[src/rtl/rcmv_pkg.sv]
// shared types, sizes and the microcode program of the rod-cutting solver
// no dependencies; used by every module under rtl
package rcmv_pkg;

    localparam int MAX_LEN    = 64;
    localparam int IDX_BITS   = $clog2(MAX_LEN);
    localparam int LEN_BITS   = 7;
    localparam int PRICE_BITS = 16;
    localparam int VAL_BITS   = 22;
    localparam int STEP_BITS  = 3;

    typedef logic [STEP_BITS-1:0] t_step;

    // program addresses
    localparam t_step STEP_NEW_N = 3'd0;
    localparam t_step STEP_LOAD  = 3'd1;
    localparam t_step STEP_PAIR  = 3'd2;
    localparam t_step STEP_STORE = 3'd3;
    localparam t_step STEP_DONE  = 3'd4;

    typedef enum logic [1:0] {
        COND_NEVER     = 2'd0,
        COND_PAIR_LEFT = 2'd1,
        COND_NOT_LAST  = 2'd2,
        COND_OUT_BUSY  = 2'd3
    } t_cond_sel;

    // one control word
    typedef struct packed {
        logic      price_rd;
        logic      cur_load;
        logic      pair;
        logic      store;
        logic      emit;
        logic      fin;
        t_cond_sel cond;
        t_step     target;
    } t_uop;

    // datapath conditions seen by the sequencer
    typedef struct packed {
        logic pair_left;
        logic not_last;
        logic out_busy;
    } t_cond;

    function automatic t_uop uop_rom(input t_step step);
        t_uop u;
        u = '0;
        unique case (step)
            STEP_NEW_N: begin
                u.price_rd = 1'b1;
            end
            STEP_LOAD: begin
                u.cur_load = 1'b1;
            end
            STEP_PAIR: begin
                u.pair   = 1'b1;
                u.cond   = COND_PAIR_LEFT;
                u.target = STEP_PAIR;
            end
            STEP_STORE: begin
                u.store  = 1'b1;
                u.cond   = COND_NOT_LAST;
                u.target = STEP_NEW_N;
            end
            STEP_DONE: begin
                u.emit   = 1'b1;
                u.fin    = 1'b1;
                u.cond   = COND_OUT_BUSY;
                u.target = STEP_DONE;
            end
            default: begin
                u.fin = 1'b1;
            end
        endcase
        return u;
    endfunction

endpackage

[src/rtl/rod_cutting_max_value.sv]
// rod-cutting best-value solver, top level with the datapath
// depends on rcmv_pkg, rcmv_price_store, rcmv_best_store, rcmv_sequencer
//
// input channel: i_valid / o_stall with i_op, i_length, i_price
//   op 0 loads the price of one piece length (1..64, others ignored)
//   op 1 solves for a rod length; lengths above 64 are taken as 64
// output channel: o_valid / i_stall with o_best_value, one item per solve
// a solve of length L walks lengths 1..L; each length takes a price
// read, a load, one pair of table reads per cycle on the two read ports
// of the best table while pairs are left, and a store; then the result
// is handed to the output register, and the next item can be taken in
// the cycle the result appears.
// a solve of length zero returns 0 without walking any length.
// one item is worked at a time; o_stall is high while a solve runs.
// the result waits in an output register, so loads are taken while it
// waits; a later solve holds in its last step until the register frees.
// reset (synchronous, active low) zeroes every price, drops any pending
// result and leaves the block ready for an item in the next cycle.
module rod_cutting_max_value (
    input  logic                            i_clk,
    input  logic                            i_rst_n,
    input  logic                            i_valid,
    output logic                            o_stall,
    input  logic                            i_op,
    input  logic [rcmv_pkg::LEN_BITS-1:0]   i_length,
    input  logic [rcmv_pkg::PRICE_BITS-1:0] i_price,
    output logic                            o_valid,
    input  logic                            i_stall,
    output logic [rcmv_pkg::VAL_BITS-1:0]   o_best_value
);

    localparam logic [rcmv_pkg::LEN_BITS-1:0] MaxLen = rcmv_pkg::LEN_BITS'(rcmv_pkg::MAX_LEN);
    localparam logic [rcmv_pkg::LEN_BITS-1:0] One    = rcmv_pkg::LEN_BITS'(1);

    logic                            busy;
    logic                            accept;
    logic                            load_ok;
    logic [rcmv_pkg::LEN_BITS-1:0]   len_sat;
    rcmv_pkg::t_uop                  uop;
    rcmv_pkg::t_cond                 cond;

    logic [rcmv_pkg::LEN_BITS-1:0]   r_len;
    logic [rcmv_pkg::LEN_BITS-1:0]   r_n;
    logic [rcmv_pkg::LEN_BITS-1:0]   r_lo;
    logic [rcmv_pkg::LEN_BITS-1:0]   r_hi;
    logic [rcmv_pkg::VAL_BITS-1:0]   r_cur;
    logic                            r_pend;
    logic                            r_out_valid;
    logic [rcmv_pkg::VAL_BITS-1:0]   r_out;

    logic [rcmv_pkg::LEN_BITS-1:0]   n_m1;
    logic [rcmv_pkg::LEN_BITS-1:0]   len_m1;
    logic [rcmv_pkg::LEN_BITS-1:0]   lo_m1;
    logic [rcmv_pkg::LEN_BITS-1:0]   hi_m1;
    logic [rcmv_pkg::PRICE_BITS-1:0] price_rd;
    logic [rcmv_pkg::VAL_BITS-1:0]   best_a;
    logic [rcmv_pkg::VAL_BITS-1:0]   best_b;
    logic [rcmv_pkg::VAL_BITS:0]     cand;
    logic                            issue;
    logic                            emit;

    assign accept  = i_valid && !busy;
    assign o_stall = busy;
    assign load_ok = (i_length != '0) && (i_length <= MaxLen);
    assign len_sat = (i_length > MaxLen) ? MaxLen : i_length;
    assign len_m1  = i_length - One;
    assign n_m1    = r_n - One;
    assign lo_m1   = r_lo - One;
    assign hi_m1   = r_hi - One;

    assign cond.pair_left = (r_lo <= r_hi);
    assign cond.not_last  = (r_n != r_len);
    assign cond.out_busy  = r_out_valid && i_stall;

    assign issue = uop.pair && cond.pair_left;
    assign emit  = uop.emit && !cond.out_busy;
    assign cand  = {1'b0, best_a} + {1'b0, best_b};

    rcmv_sequencer u_seq (
        .i_clk        (i_clk),
        .i_rst_n      (i_rst_n),
        .i_start      (accept && i_op),
        .i_start_step ((i_length == '0) ? rcmv_pkg::STEP_DONE : rcmv_pkg::STEP_NEW_N),
        .i_cond       (cond),
        .o_uop        (uop),
        .o_busy       (busy)
    );

    rcmv_price_store u_price (
        .i_clk     (i_clk),
        .i_rst_n   (i_rst_n),
        .i_wr_en   (accept && !i_op && load_ok),
        .i_wr_addr (len_m1[rcmv_pkg::IDX_BITS-1:0]),
        .i_wr_data (i_price),
        .i_rd_en   (uop.price_rd),
        .i_rd_addr (n_m1[rcmv_pkg::IDX_BITS-1:0]),
        .o_rd_data (price_rd)
    );

    rcmv_best_store u_best (
        .i_clk       (i_clk),
        .i_wr_en     (uop.store),
        .i_wr_addr   (n_m1[rcmv_pkg::IDX_BITS-1:0]),
        .i_wr_data   (r_cur),
        .i_rd_en     (issue),
        .i_rd_addr_a (lo_m1[rcmv_pkg::IDX_BITS-1:0]),
        .i_rd_addr_b (hi_m1[rcmv_pkg::IDX_BITS-1:0]),
        .o_rd_data_a (best_a),
        .o_rd_data_b (best_b)
    );

    // datapath payload
    always_ff @(posedge i_clk) begin
        if (accept && i_op) begin
            r_len <= len_sat;
            r_n   <= One;
            r_cur <= '0;
        end
        if (uop.price_rd) begin
            r_lo <= One;
            r_hi <= n_m1;
        end
        if (uop.cur_load) begin
            r_cur <= {{(rcmv_pkg::VAL_BITS - rcmv_pkg::PRICE_BITS){1'b0}}, price_rd};
        end
        if (issue) begin
            r_lo <= r_lo + One;
            r_hi <= r_hi - One;
        end
        // fold in the pair read last cycle
        if (uop.pair && r_pend && (cand > {1'b0, r_cur})) begin
            r_cur <= cand[rcmv_pkg::VAL_BITS-1:0];
        end
        if (uop.store && cond.not_last) begin
            r_n <= r_n + One;
        end
        if (emit) begin
            r_out <= r_cur;
        end
    end

    always_ff @(posedge i_clk) begin
        if (!i_rst_n) begin
            r_pend      <= 1'b0;
            r_out_valid <= 1'b0;
        end else begin
            if (uop.pair) begin
                r_pend <= cond.pair_left;
            end
            if (emit) begin
                r_out_valid <= 1'b1;
            end else if (r_out_valid && !i_stall) begin
                r_out_valid <= 1'b0;
            end
        end
    end

    assign o_valid      = r_out_valid;
    assign o_best_value = r_out;

endmodule

[src/rtl/rcmv_price_store.sv]
// price memory with one valid bit per entry, so reset reads as zero price
// depends on rcmv_pkg
module rcmv_price_store (
    input  logic                              i_clk,
    input  logic                              i_rst_n,
    input  logic                              i_wr_en,
    input  logic [rcmv_pkg::IDX_BITS-1:0]     i_wr_addr,
    input  logic [rcmv_pkg::PRICE_BITS-1:0]   i_wr_data,
    input  logic                              i_rd_en,
    input  logic [rcmv_pkg::IDX_BITS-1:0]     i_rd_addr,
    output logic [rcmv_pkg::PRICE_BITS-1:0]   o_rd_data
);

    logic [rcmv_pkg::PRICE_BITS-1:0] r_mem [rcmv_pkg::MAX_LEN];
    logic [rcmv_pkg::MAX_LEN-1:0]    r_valid;
    logic [rcmv_pkg::PRICE_BITS-1:0] r_rd_data;
    logic                            r_rd_valid;

    always_ff @(posedge i_clk) begin
        if (i_wr_en) begin
            r_mem[i_wr_addr] <= i_wr_data;
        end
        if (i_rd_en) begin
            r_rd_data <= r_mem[i_rd_addr];
        end
    end

    always_ff @(posedge i_clk) begin
        if (!i_rst_n) begin
            r_valid    <= '0;
            r_rd_valid <= 1'b0;
        end else begin
            if (i_wr_en) begin
                r_valid[i_wr_addr] <= 1'b1;
            end
            if (i_rd_en) begin
                r_rd_valid <= r_valid[i_rd_addr];
            end
        end
    end

    assign o_rd_data = r_rd_valid ? r_rd_data : '0;

endmodule

[src/rtl/rcmv_best_store.sv]
// best-value table: one write port, two registered read ports
// depends on rcmv_pkg
module rcmv_best_store (
    input  logic                            i_clk,
    input  logic                            i_wr_en,
    input  logic [rcmv_pkg::IDX_BITS-1:0]   i_wr_addr,
    input  logic [rcmv_pkg::VAL_BITS-1:0]   i_wr_data,
    input  logic                            i_rd_en,
    input  logic [rcmv_pkg::IDX_BITS-1:0]   i_rd_addr_a,
    input  logic [rcmv_pkg::IDX_BITS-1:0]   i_rd_addr_b,
    output logic [rcmv_pkg::VAL_BITS-1:0]   o_rd_data_a,
    output logic [rcmv_pkg::VAL_BITS-1:0]   o_rd_data_b
);

    logic [rcmv_pkg::VAL_BITS-1:0] r_mem [rcmv_pkg::MAX_LEN];
    logic [rcmv_pkg::VAL_BITS-1:0] r_rd_a;
    logic [rcmv_pkg::VAL_BITS-1:0] r_rd_b;

    always_ff @(posedge i_clk) begin
        if (i_wr_en) begin
            r_mem[i_wr_addr] <= i_wr_data;
        end
        if (i_rd_en) begin
            r_rd_a <= r_mem[i_rd_addr_a];
            r_rd_b <= r_mem[i_rd_addr_b];
        end
    end

    assign o_rd_data_a = r_rd_a;
    assign o_rd_data_b = r_rd_b;

endmodule

[src/rtl/rcmv_sequencer.sv]
// step counter over the microcode table with conditional jumps
// depends on rcmv_pkg (program, control word and condition types)
module rcmv_sequencer (
    input  logic                 i_clk,
    input  logic                 i_rst_n,
    input  logic                 i_start,
    input  rcmv_pkg::t_step      i_start_step,
    input  rcmv_pkg::t_cond      i_cond,
    output rcmv_pkg::t_uop       o_uop,
    output logic                 o_busy
);

    logic            r_busy;
    rcmv_pkg::t_step r_step;
    rcmv_pkg::t_uop  uop;
    logic            take;

    always_comb begin
        uop = rcmv_pkg::uop_rom(r_step);
        case (uop.cond)
            rcmv_pkg::COND_PAIR_LEFT: take = i_cond.pair_left;
            rcmv_pkg::COND_NOT_LAST:  take = i_cond.not_last;
            rcmv_pkg::COND_OUT_BUSY:  take = i_cond.out_busy;
            default:                  take = 1'b0;
        endcase
    end

    always_ff @(posedge i_clk) begin
        if (!i_rst_n) begin
            r_busy <= 1'b0;
            r_step <= rcmv_pkg::STEP_NEW_N;
        end else if (i_start) begin
            r_busy <= 1'b1;
            r_step <= i_start_step;
        end else if (r_busy) begin
            if (take) begin
                r_step <= uop.target;
            end else if (uop.fin) begin
                r_busy <= 1'b0;
            end else begin
                r_step <= r_step + 1'b1;
            end
        end
    end

    assign o_uop  = r_busy ? uop : '0;
    assign o_busy = r_busy;

endmodule
[config.mk]
export PLATFORM = sky130hd
export DESIGN_NAME = rod_cutting_max_value
export DESIGN_NICKNAME = d
export VERILOG_FILES = /design/src/rtl/rcmv_pkg.sv /design/src/rtl/rod_cutting_max_value.sv /design/src/rtl/rcmv_price_store.sv /design/src/rtl/rcmv_best_store.sv /design/src/rtl/rcmv_sequencer.sv
export SDC_FILE = /design/constraint.sdc
export NUM_CORES = 2
export LEC_CHECK = 0
export BUFFER_PORTS_ARGS = -buffer_cell sky130_fd_sc_hd__buf_2
export CAP_MARGIN = 15
export CORE_UTILIZATION = 55
export DETAILED_ROUTE_END_ITERATION = 10
export GPL_TIMING_DRIVEN = 1
export PLACE_DENSITY = 0.8
export RECOVER_POWER = 50
export SLEW_MARGIN = 30
export SYNTH_ARGS = -nofsm -noshare
export SYNTH_HDL_FRONTEND = slang
export SYNTH_SLANG_ARGS = --single-unit
[constraint.sdc]
create_clock -name i_clk -period 5 [get_ports i_clk]
set_input_delay 0.25 -clock i_clk [delete_from_list [all_inputs] [get_ports i_clk]]
set_output_delay 0.25 -clock i_clk [all_outputs]
set_load 0.02 [all_outputs]
==> impl_metrics.env <==
export IMPL_gr_total_overflow=0
export IMPL_synth_ff_type="edfxtp_1"
export IMPL_irDropWorstVdd_uv=382.4
export IMPL_dieArea_um2=208400
export IMPL_wire_per_inst_um=37.86
export IMPL_path_clk_slew_ns=0.06
export IMPL_syn_to_final_growth_pct=12.42
export IMPL_worstMarginPinSlew_ns=3.899
export IMPL_synth_area_leaders="edfxtp_1 68%, mux4_2 21%, dfxtp_1 1.3%"
export IMPL_power_total_mw=46.65
export IMPL_status="complete, but fails checks"
export IMPL_endpoint_kind="flop"
export IMPL_worst_r2r_endpoint="r_cur[3]"
export IMPL_final_instance_count_excl_fill=8882
export IMPL_ff2ff_path_depth=20
export IMPL_arrival_ns=5.43
export IMPL_fin_area_um2=127700
export IMPL_min_path_type="input pin to flop"
export IMPL_whs_path_depth=4
export IMPL_synth_cell_types=75
export IMPL_row_count=166
export IMPL_clk_path_buf_depth=4
export IMPL_crit_type="flop to flop"
export IMPL_synthArstFlopShare=0
export IMPL_ys_seq_area_frac=0.6902
export IMPL_syn_num_nets=5772
export IMPL_cts_sinks=2635
export IMPL_worstPathMaxFanout=6
export IMPL_maxSlewHeadroom=-1.599
export IMPL_synth_top_area_share=0.6777
export IMPL_final_antenna_net_count=0
export IMPL_wl_mm=336.3
export IMPL_grt_start_max_net_pins=88
export IMPL_reg2reg_from="u_best.o_rd_data_b[0]"
export IMPL_die_x_um=456.5
export IMPL_synth_edff_count=2564
export IMPL_period_needed_ns=4.797
export IMPL_initial_core_util=0.5542
export IMPL_grt_pass1_wl_mm=474.6
export IMPL_place_gp_congestion=0.9449
export IMPL_synth_cells=5681
export IMPL_violations="capacitance limit, slew limit"
export IMPL_fmax_mhz=208.5
export IMPL_clk_latency_ns=0.95
export IMPL_die_h_um=456.5
export IMPL_final_net_count=6087
export IMPL_power_static_leakage_nw=40.57
export IMPL_cts_buffers_inserted=278
export IMPL_cp_start_kind="flop"
export IMPL_yosys_area_top_type="edfxtp_1"
export IMPL_drc=0
export IMPL_avgSynthCellArea_um2=20.00
export IMPL_antenna_found_initial=26
export IMPL_dr_pass1_iters=6
export IMPL_finalClockSkew_ns=0.07190
export IMPL_synth_ff_latch_count=2635
export IMPL_grt_setup_unrepaired="no"
export IMPL_initialDrtViolationCount=10881
export IMPL_num_io_pins=52
export IMPL_post_dp_hpwl_mm=191.0
export IMPL_reg2reg_slack_ns=0.20
export IMPL_min_to="r_n[6]"
export IMPL_min_from="i_valid"
export IMPL_grt_pass1_vias=64564
export IMPL_required_ns=5.64
export IMPL_syn_area_um2=113600
export IMPL_htree_num_levels=5
export IMPL_vias=64611
export IMPL_placed_area_um2=119200
export IMPL_powerDensity_nw_per_um2=365.3
export IMPL_layout_drive_gt1_share=0.2973
export IMPL_cts_tree="built"
export IMPL_drv_slew=2489
export IMPL_min_period_over_period=0.9595
export IMPL_fillerInstances=13185
export IMPL_io_buffers=51
export IMPL_final_setup_viol_count=0
export IMPL_grt_usage=0.3229
export IMPL_synth_warnings=0
export IMPL_root_buffer="clkbuf_16"
export IMPL_dp_cells=8378
export IMPL_viasPerCell=7.274
export IMPL_cap_violations=39
export IMPL_core_um2=205000
export IMPL_finalHoldViolCount=0
worst max path at each step:
| stage | from | to | slack [ns] | cells past startpoint |
|---|---|---|---|---|
| 2_1_floorplan | u_best.o_rd_data_a[0] | r_cur[0] | 0.07 | 19 |
| 6_report | u_best.o_rd_data_b[0] | r_cur[3] | 0.20 | 20 |
| 4_1_cts | u_best.o_rd_data_a[0] | r_cur[3] | 0.03 | 21 |
| 5_1_grt | u_best.o_rd_data_a[1] | r_cur[3] | 0.01 | 18 |
| 3_3_place_gp | u_best.o_rd_data_a[0] | r_cur[3] | -0.16 | 22 |
| 3_5_place_dp | u_best.o_rd_data_a[0] | r_cur[3] | -0.20 | 22 |
per-layer routing:
| layer | up-vias | track usage | part of all wire |
|---|---|---|---|
| li1 | 24668 | - | - |
| met3 | 1204 | 0.09082 | 0.13 |
| met5 | - | 0 | 0.00040 |
| met4 | 20 | 0.2016 | 0.078 |
| met1 | 33053 | 0.3958 | 0.31 |
| met2 | 5666 | 0.5104 | 0.47 |
report_power, final:
| group | switching (mW) | internal (mW) | total, mW | leakage (nW) |
|---|---|---|---|---|
| clock | 8.31 | 11.4 | 19.7 | 4.09 |
| sequential | 0.0308 | 24.3 | 24.3 | 23.7 |
| combinational | 1.70 | 0.975 | 2.68 | 12.8 |
| total | 10.0 | 36.6 | 46.7 | 40.6 |
layout by cell type, fill, tap and decap left out, types with 23 or more instances in the layout:
cell type / netlist / final
a22oi_1: 23 / 23
buf_12: 0 / 44
xnor2_1: 37 / 29
dfxtp_1: 71 / 71
nand3_1: 70 / 69
edfxtp_1: 2564 / 2564
o21a_1: 67 / 67
ha_1: 62 / 58
nor2_1: 218 / 134
mux4_2: 1048 / 1048
o21ai_0: 73 / 74
nand2_1: 323 / 323
nor2_4: 0 / 33
a21oi_1: 184 / 182
buf_4: 25 / 228
o22ai_1: 47 / 47
clkinv_2: 0 / 26
a221oi_1: 34 / 33
mux2i_1: 129 / 129
clkinv_1: 1 / 47
clkbuf_16: 0 / 284
nor2_2: 0 / 51
a31oi_1: 40 / 38
inv_1: 52 / 51
clkbuf_1: 162 / 160
logic make-up after synthesis:
| group | after synthesis | synth area share |
|---|---|---|
| flip-flops | 2635 | 0.6902 |
| buffers and inverters | 430 | 0.01682 |
| multiplexers | 1185 | 0.2199 |
| AND/OR/NAND/NOR | 702 | 0.02625 |
| adder cells (fa/ha/maj) | 63 | 0.007004 |
| XOR/XNOR | 55 | 0.004438 |
| AO/OA/AOI/OAI | 611 | 0.03541 |
repair_timing:
action                                  CTS  global route
buffers inserted                          0             2
hold buffers                             21             0
endpoints found under the setup margin   44            44
gates cloned                              0             4
pin swaps                                 2            15
gates resized for setup                   7            11
hold endpoints to repair                312             0
area by class of cell:
cell class,instances,area [um2],share of cell area
sequential,2635,78420,0.6139
multi-input combinational,2618,33940,0.2657
clock buffer,360,7433,0.05820
tap,2688,3363,0.02633
timing repair buffer,409,3357,0.02628
clock inverter,106,977.2,0.007650
inverter,54,212.7,0.001665
antenna,12,30.03,0.0002351
worst max-delay path: stages (launching register included):
cell,delay (ns)
edfxtp_1,0.37
ha_2,0.21
fa_2,0.37
a211oi_2,0.21
nor2_2,0.09
o41ai_2,0.20
buf_4,0.18
o311ai_4,0.12
a31oi_2,0.25
o21bai_1,0.12
a21oi_2,0.18
xnor2_1,0.10
ha_1,0.30
nand2_1,0.06
nor2_2,0.11
nand4_1,0.13
or4_4,0.51
a221oi_2,0.25
buf_4,0.15
a31oi_4,0.18
a211o_4,0.42
Yosys cell counts, types with 10 or more instances:
cell type  number
buf_2         150
a222oi_1       16
a311oi_1       12
o21a_1         67
o21ai_1        10
o21ai_0        73
nor2_1        218
xnor2_1        37
a21o_1         15
nor2b_1        12
mux2i_1       129
inv_1          52
nor3_1         17
nand3_1        70
buf_1          37
a311o_1        12
ha_1           62
nand2_1       323
a221oi_1       34
o22ai_1        47
buf_4          25
a21oi_1       184
mux4_2       1048
edfxtp_1     2564
xor2_1         15
clkbuf_1      162
a22oi_1        23
a31oi_1        40
dfxtp_1        71
metrics by stage:
step	setup WS, ns	hold WS [ns]	util	setup TNS (ns)
CTS	0.02733	0.001348	0.6236	0
finish	0.2027	0.1771	0.6231	0
detailed placement	-0.1963	0.4514	0.5815	-6.718
global placement	-0.1607	0.4424	0.5811	-6.163
global route	0.01424	0.2030	0.6229	0
floorplan	0.06724	0.3489	-	0
registers in the layout (all words and copies together) (netlist names), 7 cells and up:
signal              cells
r_hi                    7
r_n                     7
u_best.r_mem         1408
u_best.o_rd_data_a     22
r_len                   7
u_price.r_rd_data      16
u_price.r_valid        64
r_lo                    7
o_best_value           22
r_cur                  22
u_price.r_mem        1024
u_best.o_rd_data_b     22
No activity file was read; power rests on OpenSTA's default activity.
